[config.mk]
export PLATFORM = sky130hd
export DESIGN_NAME = ack_retransmit_slot_table
export DESIGN_NICKNAME = d
export VERILOG_FILES = /design/src/sv/ars_pkg.sv /design/src/sv/ars_ctrl.sv /design/src/sv/ars_dp.sv /design/src/sv/ack_retransmit_slot_table.sv
export SDC_FILE = /design/constraint.sdc
export NUM_CORES = 1
export LEC_CHECK = 0
export BUFFER_PORTS_ARGS = -buffer_cell sky130_fd_sc_hd__buf_2
export CAP_MARGIN = 20
export CORE_MARGIN = 5
export CORE_UTILIZATION = 30
export DETAILED_ROUTE_END_ITERATION = 10
export PLACE_DENSITY = 0.53
export SYNTH_ARGS = -nofsm -noshare
export SYNTH_HDL_FRONTEND = slang
export SYNTH_HIERARCHICAL = 1
export SYNTH_SLANG_ARGS = --single-unit
export TNS_END_PERCENT = 1
[constraint.sdc]
create_clock -name clk -period 27.3 [get_ports clk]
set_clock_uncertainty 0.1 [all_clocks]
set_input_delay 5.46 -clock clk [delete_from_list [all_inputs] [get_ports clk]]
set_output_delay 5.46 -clock clk [all_outputs]
set_load 0.01 [all_outputs]
[src/sv/ars_pkg.sv]
// ----------------------------------------------------------------------------
// ars_pkg: shared types and constants of the retransmit slot table
// Operation and result codes, reset values of the configuration registers,
// and the command and status groups between controller and datapath.
// ----------------------------------------------------------------------------
`default_nettype none

package ars_pkg;

  // Default sizing of the table.
  localparam int SLOT_COUNT_DEF   = 8;
  localparam int NODE_ID_BITS_DEF = 16;

  // Most timeout events one tick can report.
  localparam logic [3:0] MAX_EVENTS = 4'd8;

  // Configuration register indexes and reset values.
  localparam int         CFG_INDEX_W       = 8;
  localparam logic [7:0] CFG_ACK_TIMEOUT   = 8'd0;
  localparam logic [7:0] CFG_MAX_RETRIES   = 8'd1;
  localparam logic [31:0] ACK_TIMEOUT_RESET = 32'd1000;
  localparam logic [7:0]  MAX_RETRIES_RESET = 8'd3;

  // Input operations.
  typedef enum logic [1:0] {
    OP_BEGIN  = 2'd0,
    OP_CANCEL = 2'd1,
    OP_ACK    = 2'd2,
    OP_TICK   = 2'd3
  } op_t;

  // Result kinds.
  typedef enum logic [2:0] {
    KIND_BEGUN       = 3'd0,
    KIND_TABLE_FULL  = 3'd1,
    KIND_CANCEL_DONE = 3'd2,
    KIND_ACK_MATCH   = 3'd3,
    KIND_ACK_MISS    = 3'd4,
    KIND_RETRY       = 3'd5,
    KIND_FAILED      = 3'd6,
    KIND_TICK_IDLE   = 3'd7
  } kind_t;

  // One result item, without the last flag.
  typedef struct packed {
    kind_t       kind;
    logic [2:0]  slot;
    logic [15:0] src;
    logic [15:0] seq;
    logic [15:0] hop;
    logic [7:0]  attempt;
    logic [31:0] latency;
  } result_t;

  // Commands from the controller to the datapath.
  typedef struct packed {
    logic load;    // capture the input transaction
    logic rd_en;   // read the slot memory at the read index
    logic take;    // the evaluated slot produces an event
    logic cancel;  // free the selected slot
    logic flush;   // deliver the final result
  } ctrl_cmd_t;

  // Status from the datapath to the controller.
  typedef struct packed {
    op_t        op;     // operation of the item in progress
    logic [3:0] limit;  // event limit of the item, clamped
    logic       qual;   // the evaluated slot matches the operation
  } dp_status_t;

endpackage : ars_pkg

`default_nettype wire

[src/sv/ars_ctrl.sv]
// ----------------------------------------------------------------------------
// ars_ctrl: sequencer of the retransmit slot table
// Walks the slots one per cycle with a one-stage read pipeline, counts the
// events of a tick and decides when an item is finished.
// ----------------------------------------------------------------------------
`default_nettype none

module ars_ctrl #(
  parameter int SLOT_COUNT = 8
) (
  input  wire                      clk,
  input  wire                      rst,
  input  wire                      start,
  input  wire  [1:0]               op,
  input  ars_pkg::dp_status_t      st,
  output ars_pkg::ctrl_cmd_t       cmd,
  output logic [((SLOT_COUNT > 1) ? $clog2(SLOT_COUNT) : 1)-1:0] rd_idx,
  output logic [((SLOT_COUNT > 1) ? $clog2(SLOT_COUNT) : 1)-1:0] eval_idx,
  output logic                     busy
);
  import ars_pkg::*;

  localparam int IDX_W = (SLOT_COUNT > 1) ? $clog2(SLOT_COUNT) : 1;
  localparam int CNT_W = $clog2(SLOT_COUNT + 1);

  typedef enum logic [1:0] {
    S_IDLE,
    S_SCAN,
    S_CANCEL,
    S_FLUSH
  } state_t;

  state_t       state;
  logic [CNT_W-1:0] rd_cnt;
  logic         eval_valid;
  logic [3:0]   ev_cnt;

  logic         issue;
  logic [3:0]   lim_eff;
  logic         take;
  logic         hit_lim;
  logic         end_scan;
  logic         done;

  // Scan bookkeeping: reads run one slot ahead of the evaluation.
  always_comb begin
    issue    = (rd_cnt < CNT_W'(SLOT_COUNT));
    lim_eff  = (st.op == OP_TICK) ? st.limit : 4'd1;
    take     = eval_valid && st.qual && (ev_cnt < lim_eff);
    hit_lim  = (4'(ev_cnt + 4'd1) == lim_eff);
    end_scan = eval_valid && (eval_idx == IDX_W'(SLOT_COUNT - 1));
    done     = (take && hit_lim) || end_scan;
    rd_idx   = rd_cnt[IDX_W-1:0];
  end

  // Commands decoded from the state.
  always_comb begin
    cmd        = '0;
    cmd.load   = (state == S_IDLE) && start;
    cmd.rd_en  = (state == S_SCAN) && issue;
    cmd.take   = (state == S_SCAN) && take;
    cmd.cancel = (state == S_CANCEL);
    cmd.flush  = (state == S_FLUSH);
    busy       = (state != S_IDLE);
  end

  // State and scan counters.
  always_ff @(posedge clk) begin
    if (rst) begin
      state      <= S_IDLE;
      rd_cnt     <= '0;
      eval_valid <= 1'b0;
      eval_idx   <= '0;
      ev_cnt     <= '0;
    end else begin
      unique case (state)
        S_IDLE: begin
          rd_cnt     <= '0;
          eval_valid <= 1'b0;
          ev_cnt     <= '0;
          if (start) begin
            state <= (op_t'(op) == OP_CANCEL) ? S_CANCEL : S_SCAN;
          end
        end
        S_SCAN: begin
          if (issue) begin
            rd_cnt <= CNT_W'(rd_cnt + 1'b1);
          end
          eval_valid <= issue && !done;
          eval_idx   <= rd_idx;
          if (take) begin
            ev_cnt <= 4'(ev_cnt + 4'd1);
          end
          if (done) begin
            state <= S_FLUSH;
          end
        end
        S_CANCEL: begin
          state <= S_FLUSH;
        end
        S_FLUSH: begin
          state <= S_IDLE;
        end
        default: begin
          state <= S_IDLE;
        end
      endcase
    end
  end

endmodule : ars_ctrl

`default_nettype wire

[src/sv/ars_dp.sv]
// ----------------------------------------------------------------------------
// ars_dp: datapath of the retransmit slot table
// Holds the configuration, the slot memory and active bits, evaluates one
// slot per cycle and stages results so the final one carries the last flag.
// ----------------------------------------------------------------------------
`default_nettype none

module ars_dp #(
  parameter int SLOT_COUNT   = 8,
  parameter int NODE_ID_BITS = 16
) (
  input  wire                      clk,
  input  wire                      rst,
  // Input transaction.
  input  wire  [1:0]               op,
  input  wire  [15:0]              src_node,
  input  wire  [15:0]              seq_num,
  input  wire  [15:0]              hop_node,
  input  wire  [7:0]               slot_sel,
  input  wire  [31:0]              now_ms,
  input  wire  [3:0]               max_events,
  // Configuration writes.
  input  wire                      cfg_we,
  input  wire  [ars_pkg::CFG_INDEX_W-1:0] cfg_index,
  input  wire  [31:0]              cfg_data,
  // Controller interface.
  input  ars_pkg::ctrl_cmd_t       cmd,
  input  wire  [((SLOT_COUNT > 1) ? $clog2(SLOT_COUNT) : 1)-1:0] rd_idx,
  input  wire  [((SLOT_COUNT > 1) ? $clog2(SLOT_COUNT) : 1)-1:0] eval_idx,
  output ars_pkg::dp_status_t      st,
  // Results.
  output logic                     strobe,
  output logic [2:0]               kind,
  output logic [2:0]               slot_out,
  output logic [15:0]              src_out,
  output logic [15:0]              seq_out,
  output logic [15:0]              hop_out,
  output logic [7:0]               attempt_out,
  output logic [31:0]              latency_ms,
  output logic                     last
);
  import ars_pkg::*;

  localparam int IDX_W = (SLOT_COUNT > 1) ? $clog2(SLOT_COUNT) : 1;

  // Configuration registers.
  logic [31:0] ack_timeout;
  logic [7:0]  max_retries;

  // Captured input transaction.
  op_t                     op_r;
  logic [NODE_ID_BITS-1:0] src_r;
  logic [15:0]             seq_r;
  logic [NODE_ID_BITS-1:0] hop_r;
  logic [7:0]              sel_r;
  logic [31:0]             now_r;
  logic [3:0]              limit_r;

  // Slot storage.
  logic [SLOT_COUNT-1:0]   active;
  logic [NODE_ID_BITS-1:0] mem_src  [SLOT_COUNT];
  logic [15:0]             mem_seq  [SLOT_COUNT];
  logic [NODE_ID_BITS-1:0] mem_hop  [SLOT_COUNT];
  logic [7:0]              mem_att  [SLOT_COUNT];
  logic [31:0]             mem_sent [SLOT_COUNT];
  logic [NODE_ID_BITS-1:0] src_q;
  logic [15:0]             seq_q;
  logic [NODE_ID_BITS-1:0] hop_q;
  logic [7:0]              att_q;
  logic [31:0]             sent_q;

  // Result staging.
  result_t pend;
  logic    pend_valid;

  // Evaluation of the slot in the second pipeline stage.
  logic    eval_active;
  logic [31:0] age;
  logic [7:0]  retries_done;
  logic [7:0]  att_inc;
  logic    retry_ok;
  logic    qual;
  logic    wr_id;
  logic    wr_timer;
  result_t ev_res;
  result_t none_res;

  // Configuration register writes; unknown indexes are dropped.
  always_ff @(posedge clk) begin
    if (rst) begin
      ack_timeout <= ACK_TIMEOUT_RESET;
      max_retries <= MAX_RETRIES_RESET;
    end else if (cfg_we) begin
      if (cfg_index == CFG_ACK_TIMEOUT) begin
        ack_timeout <= cfg_data;
      end else if (cfg_index == CFG_MAX_RETRIES) begin
        max_retries <= cfg_data[7:0];
      end
    end
  end

  // Capture of the input transaction, with the event limit clamped.
  always_ff @(posedge clk) begin
    if (cmd.load) begin
      op_r    <= op_t'(op);
      src_r   <= NODE_ID_BITS'(src_node);
      seq_r   <= seq_num;
      hop_r   <= NODE_ID_BITS'(hop_node);
      sel_r   <= slot_sel;
      now_r   <= now_ms;
      limit_r <= (max_events > MAX_EVENTS) ? MAX_EVENTS : max_events;
    end
  end

  // Slot evaluation against the current operation.
  always_comb begin
    eval_active  = active[eval_idx];
    age          = now_r - sent_q;
    retries_done = att_q - 8'd1;
    att_inc      = att_q + 8'd1;
    retry_ok     = (retries_done < max_retries);
    case (op_r)
      OP_BEGIN: qual = !eval_active;
      OP_ACK:   qual = eval_active && (src_q == src_r) && (seq_q == seq_r);
      OP_TICK:  qual = eval_active && (age >= ack_timeout);
      default:  qual = 1'b0;
    endcase
    st.op    = op_r;
    st.limit = limit_r;
    st.qual  = qual;

    wr_id    = cmd.take && (op_r == OP_BEGIN);
    wr_timer = cmd.take && ((op_r == OP_BEGIN) || ((op_r == OP_TICK) && retry_ok));

    // Result of the evaluated slot.
    ev_res = '0;
    case (op_r)
      OP_BEGIN: begin
        ev_res.kind = KIND_BEGUN;
        ev_res.slot = 3'(eval_idx);
      end
      OP_ACK: begin
        ev_res.kind    = KIND_ACK_MATCH;
        ev_res.hop     = 16'(hop_q);
        ev_res.latency = age;
      end
      default: begin
        ev_res.kind    = retry_ok ? KIND_RETRY : KIND_FAILED;
        ev_res.slot    = 3'(eval_idx);
        ev_res.src     = 16'(src_q);
        ev_res.seq     = seq_q;
        ev_res.hop     = 16'(hop_q);
        ev_res.attempt = retry_ok ? att_inc : att_q;
      end
    endcase

    // Result of an item that found nothing.
    none_res = '0;
    case (op_r)
      OP_BEGIN:  none_res.kind = KIND_TABLE_FULL;
      OP_CANCEL: none_res.kind = KIND_CANCEL_DONE;
      OP_ACK:    none_res.kind = KIND_ACK_MISS;
      default:   none_res.kind = KIND_TICK_IDLE;
    endcase
  end

  // Slot memory: one write and one registered read per cycle.
  always_ff @(posedge clk) begin
    if (wr_id) begin
      mem_src[eval_idx] <= src_r;
      mem_seq[eval_idx] <= seq_r;
      mem_hop[eval_idx] <= hop_r;
    end
    if (wr_timer) begin
      mem_att[eval_idx]  <= (op_r == OP_BEGIN) ? 8'd1 : att_inc;
      mem_sent[eval_idx] <= now_r;
    end
    if (cmd.rd_en) begin
      src_q  <= mem_src[rd_idx];
      seq_q  <= mem_seq[rd_idx];
      hop_q  <= mem_hop[rd_idx];
      att_q  <= mem_att[rd_idx];
      sent_q <= mem_sent[rd_idx];
    end
  end

  // Active bits.
  always_ff @(posedge clk) begin
    if (rst) begin
      active <= '0;
    end else if (cmd.take) begin
      if (op_r == OP_BEGIN) begin
        active[eval_idx] <= 1'b1;
      end else if ((op_r == OP_ACK) || !retry_ok) begin
        active[eval_idx] <= 1'b0;
      end
    end else if (cmd.cancel && ({1'b0, sel_r} < 9'(SLOT_COUNT))) begin
      active[sel_r[IDX_W-1:0]] <= 1'b0;
    end
  end

  // Result staging: an event waits until the next one or the end of the
  // item shows whether it is the final result.
  always_ff @(posedge clk) begin
    if (rst) begin
      pend_valid <= 1'b0;
      strobe     <= 1'b0;
    end else begin
      strobe <= 1'b0;
      if (cmd.take) begin
        if (pend_valid) begin
          strobe      <= 1'b1;
          kind        <= pend.kind;
          slot_out    <= pend.slot;
          src_out     <= pend.src;
          seq_out     <= pend.seq;
          hop_out     <= pend.hop;
          attempt_out <= pend.attempt;
          latency_ms  <= pend.latency;
          last        <= 1'b0;
        end
        pend       <= ev_res;
        pend_valid <= 1'b1;
      end else if (cmd.cancel) begin
        pend       <= none_res;
        pend_valid <= 1'b1;
      end else if (cmd.flush) begin
        strobe      <= 1'b1;
        kind        <= pend_valid ? pend.kind    : none_res.kind;
        slot_out    <= pend_valid ? pend.slot    : none_res.slot;
        src_out     <= pend_valid ? pend.src     : none_res.src;
        seq_out     <= pend_valid ? pend.seq     : none_res.seq;
        hop_out     <= pend_valid ? pend.hop     : none_res.hop;
        attempt_out <= pend_valid ? pend.attempt : none_res.attempt;
        latency_ms  <= pend_valid ? pend.latency : none_res.latency;
        last        <= 1'b1;
        pend_valid  <= 1'b0;
      end
    end
  end

endmodule : ars_dp

`default_nettype wire

[src/sv/ack_retransmit_slot_table.sv]
// ----------------------------------------------------------------------------
// ack_retransmit_slot_table: table of pending transmissions awaiting ack
// Begin, cancel, ack and timeout tick operations over SLOT_COUNT slots.
// ----------------------------------------------------------------------------
// Usage:
// An operation is a transaction on start/busy: it is taken at a rising edge
// with start high and busy low, and busy stays high until its final result
// has been shown. Begin, ack and tick walk the slots in ascending order, one
// slot per cycle through the registered read port of the slot memory, with
// the read one slot ahead of the evaluation. A begin or ack stops at the
// first hit, a tick at its event limit.
// The final result ends the operation: busy drops with it, and a new start
// is not taken before then, so operations never overlap.
// Results are shown for exactly one cycle on strobe and the receiver cannot
// stall them; the final result of each operation has last set.
// Configuration writes on cfg_valid/cfg_ready are always taken (cfg_ready is
// tied high) and belong between operations.
// Reset clears all slots to free, restores the register defaults and drops
// any operation in progress.
// ----------------------------------------------------------------------------
`default_nettype none

module ack_retransmit_slot_table #(
  parameter int SLOT_COUNT   = ars_pkg::SLOT_COUNT_DEF,
  parameter int NODE_ID_BITS = ars_pkg::NODE_ID_BITS_DEF
) (
  input  wire         clk,
  input  wire         rst,
  // Operation channel.
  input  wire         start,
  output logic        busy,
  input  wire  [1:0]  op,
  input  wire  [15:0] src_node,
  input  wire  [15:0] seq_num,
  input  wire  [15:0] hop_node,
  input  wire  [7:0]  slot_sel,
  input  wire  [31:0] now_ms,
  input  wire  [3:0]  max_events,
  // Configuration channel.
  input  wire         cfg_valid,
  output logic        cfg_ready,
  input  wire  [ars_pkg::CFG_INDEX_W-1:0] cfg_index,
  input  wire  [31:0] cfg_data,
  // Result channel.
  output logic        strobe,
  output logic [2:0]  kind,
  output logic [2:0]  slot_out,
  output logic [15:0] src_out,
  output logic [15:0] seq_out,
  output logic [15:0] hop_out,
  output logic [7:0]  attempt_out,
  output logic [31:0] latency_ms,
  output logic        last
);
  import ars_pkg::*;

  localparam int IDX_W = (SLOT_COUNT > 1) ? $clog2(SLOT_COUNT) : 1;

  ctrl_cmd_t   cmd;
  dp_status_t  st;
  logic [IDX_W-1:0] rd_idx;
  logic [IDX_W-1:0] eval_idx;

  // The register file takes a write in every cycle.
  assign cfg_ready = 1'b1;

  // Sequencer.
  ars_ctrl #(
    .SLOT_COUNT (SLOT_COUNT)
  ) u_ctrl (
    .clk      (clk),
    .rst      (rst),
    .start    (start),
    .op       (op),
    .st       (st),
    .cmd      (cmd),
    .rd_idx   (rd_idx),
    .eval_idx (eval_idx),
    .busy     (busy)
  );

  // Storage and evaluation.
  ars_dp #(
    .SLOT_COUNT   (SLOT_COUNT),
    .NODE_ID_BITS (NODE_ID_BITS)
  ) u_dp (
    .clk         (clk),
    .rst         (rst),
    .op          (op),
    .src_node    (src_node),
    .seq_num     (seq_num),
    .hop_node    (hop_node),
    .slot_sel    (slot_sel),
    .now_ms      (now_ms),
    .max_events  (max_events),
    .cfg_we      (cfg_valid && cfg_ready),
    .cfg_index   (cfg_index),
    .cfg_data    (cfg_data),
    .cmd         (cmd),
    .rd_idx      (rd_idx),
    .eval_idx    (eval_idx),
    .st          (st),
    .strobe      (strobe),
    .kind        (kind),
    .slot_out    (slot_out),
    .src_out     (src_out),
    .seq_out     (seq_out),
    .hop_out     (hop_out),
    .attempt_out (attempt_out),
    .latency_ms  (latency_ms),
    .last        (last)
  );

endmodule : ack_retransmit_slot_table

`default_nettype wire

==> metrics.md <==
| Metric | Value |
|---|---|
| Status | complete, no violations |
| Cts bufs inserted | 121 |
| Mean post-synth cell area | 17.9 µm² |
| Hold buffer count at CTS | 0 |
| Count leader, synth | edfxtp_1 |
| Min Tclk post-route | 8600 ps |
| HP Class | reg2reg |
| Vias in the first global route | 23800 |
| Buffers & Inverters on Critical Path | 3 |
| Die X | 400 µm |
| Clock tree from TritonCTS | yes |
| ANT nets after route | 0 |
| Slew HR | 0.278 |
| Core area | 0.151 mm² |
| Post-synth EDFFs | 1075 |
| Worst-skew pair later-pin latency | 770 ps |
| Row count | 143 |
| Sequential fraction of the synthesis area | 0.737 |
| Root Buffer | clkbuf_16 |
| Startpoint Class | register |
| Slowest CP cell | a221oi_1 |
| RSZ-0062 raised after global routing | no |
| Setup TNS | 0 ps |
| Synth top area share | 0.709 |
| Flops & latches, synth | 1139 |
| Most area-consuming cells after synthesis | edfxtp_1 71%, mux4_2 8.7%, dfxtp_1 2.8% |
| WL per Instance | 22.3 µm |
| Via density | 4.65 |
| GPL Wtd Cong | 0.808 |
| Worst-path clk slew | 60 ps |
| Cell Area, Synth | 0.0455 mm² |
| Worst path cell trace | inv_1, ha_1, fa_1, nor2b_4, o31a_1, o31ai_2, a31oi_1, a211o_1, a41oi_2, o211ai_1, nand3_1, ha_1, nand4_1, nor3_1, a211oi_1, a21boi_0, a221oi_1, nand3b_1, a21oi_1, and3_1, buf_4, a22oi_1, nor2_4, buf_4 |
| HPWL Detailed | 67400 µm |
| WP data arrival | 8890 ps |
| First-pass GRT wire length | 162000 µm |
| Vias | 23100 |
| Area growth syn-to-layout | 16.8% |
| Final nets | 3060 |
| Final Max Slew Viols | 0 |
| Htree depth | 3 |
| Leakage | 17.4 nW |
| Port bufs | 234 |
| Synth cell types | 79 |
| CTS Buffer Depth | 3 |
| Final wirelength | 111000 µm |
| Endpoints failing setup | 0 |
| Initial Util | 0.301 |
| Total I/O pin count | 236 |
| Design Power | 4.56 mW |
| Slowest stage delay, CP | 870 ps |
| TritonRoute pass-1 iters | 5 |
| Required @ worst endpoint | 27590 ps |
| Post-cts gate resize count | 0 |
| Die ar. | 0.160 mm² |
| Initial antenna violation count | 16 |
| Max-cap violations | 0 |
| CP endpoint kind | register |
| Top cells by count, synth | 1075 x edfxtp_1, 176 x mux4_2, 106 x nand2_1 |
| Top delay family on crit path | compound AO/OA/AOI/OAI gates |
| Achievable Freq | 116 MHz |
| Crit share post-route | 0.315 |
| Clock sinks | 1139 |
| GRT Util Overall | 0.137 |
| Gate Count Post-Synth | 2551 |
| Postcts setup bufs | 0 |
| Layout cell share with drive strength beyond 1 | 0.262 |
| Slew at the pin closest to its max-slew limit | 1080 ps |
| P per Cell Area | 85.8 mW/mm² |
| DRC Markers | 0 |
| Syn_nets | 2776 |
| Primary FF master, synth | edfxtp_1 |
| Post-synthesis async set-or-reset flop share | 0 |
| Pre-CTS worst setup slack | 18440 ps |
| Reg-to-reg slack, setup | 18700 ps |
| Drt first-iter violations | 1515 |
| Final Hold Viols | 0 |
| Crit-path max FO | 63 |
| Grt ovf | 0 |
| Yosys top cell by area | edfxtp_1 |
| CP Class | reg2reg |
| Yosys warnings | 6 |
| Largest net degree at the start of global routing | 144 |
| Die H | 400 µm |
| Final WS setup | 18700 ps |
| VDD IR-drop max | 0.0587 mV |
## stage by stage
| step | instance area [µm²] | cells | hold slack [ps] | util |
|---|---|---|---|---|
| after floorplan | 45500 | 2551 | 336 | - |
| after global placement | 49200 | 4742 | 346 | 0.325 |
| after detailed placement | 49200 | 4742 | 347 | 0.325 |
| after CTS | 53200 | 4969 | 356 | 0.351 |
| after global routing | 53200 | 4969 | 378 | 0.351 |
| final | 53200 | 4976 | 356 | 0.351 |
## path summary, 6_finish.rpt
path | to | start | depth (start not counted)
setup / recovery | u_dp/seq_out[12] | u_dp/now_r[0] | 24
hold / removal | u_dp/ack_timeout[18] | u_dp/ack_timeout[18] | 2
setup reg to reg | u_dp/seq_out[12] | u_dp/now_r[0] | 24
hold reg to reg | u_dp/ack_timeout[18] | u_dp/ack_timeout[18] | 2
## tightest hold or removal path, cell delays in order (launching register included)
cell and delay, ps:
dfxtp_1 310, nand2_1 50, a21oi_1 50
## final cells by class
cell class | count | area, µm²
antenna | 7 | 17.5
clock buffer | 144 | 3120
clock inverter | 83 | 828
fill | 14400 | 98200
inverter | 104 | 393
multi-input combinational | 1195 | 11200
sequential | 1139 | 33600
tap | 2030 | 2540
timing repair buffer | 274 | 1480
## per-layer routing
layer / global-route usage / part of all wire
met1: 0.192 / 0.46
met2: 0.223 / 0.48
met3: 0.0225 / 0.047
met4: 0.0377 / 0.018
met5: 0 / 0.00072
## state kept, by name (all words and copies together) (netlist names), 16 cells and up, named ones only
| register | flops |
|---|---|
| u_dp/mem_hop | 128 |
| u_dp/seq_r | 16 |
| u_dp/mem_att | 64 |
| u_dp/ack_timeout | 32 |
| u_dp/seq_out | 16 |
| u_dp/now_r | 32 |
| u_dp/mem_seq | 128 |
| u_dp/pend | 94 |
| u_dp/mem_src | 128 |
| u_dp/src_out | 16 |
| u_dp/src_r | 16 |
| u_dp/latency_ms | 32 |
| u_dp/hop_r | 16 |
| u_dp/hop_out | 16 |
| u_dp/mem_sent | 256 |
| u_dp/hop_q | 16 |
| u_dp/sent_q | 32 |
| u_dp/seq_q | 16 |
| u_dp/src_q | 16 |
## cell usage in the layout (no fill, tap or decap), types with 25 or more instances in the layout
cell type and n:
edfxtp_1 1075, and2_1 58, inv_1 96, clkinv_2 34, dfxtp_1 61, xnor2_1 61
buf_2 234, nor2b_1 102, mux2_2 89, mux4_2 176, nand2_1 106, o21ai_0 37
clkbuf_16 121, nor2_1 84, ha_1 86, a21o_1 26, and3_1 27, nand3_1 25
a21oi_1 89, buf_4 39
## cell families (layout without fill, tap and decap cells)
group                      after synthesis  count (layout)  synth area share
AOI/OAI and AO/OA                      239             239            0.0337
xor gates and xnor gates                80              80            0.0154
adders and majority gates               87              87            0.0241
buffers and inverters                  217             605            0.0190
DFF                                   1139            1139             0.737
muxes                                  279             279             0.112
other                                    1               8         0.0000823
and+or+nand+nor                        509             509            0.0587
## power by group
group	switching (mW)	internal, mW
clock	0.699	0.917
sequential	0.100	2.09
combinational	0.449	0.307
Note: power is estimated with default switching activity, not from simulation.
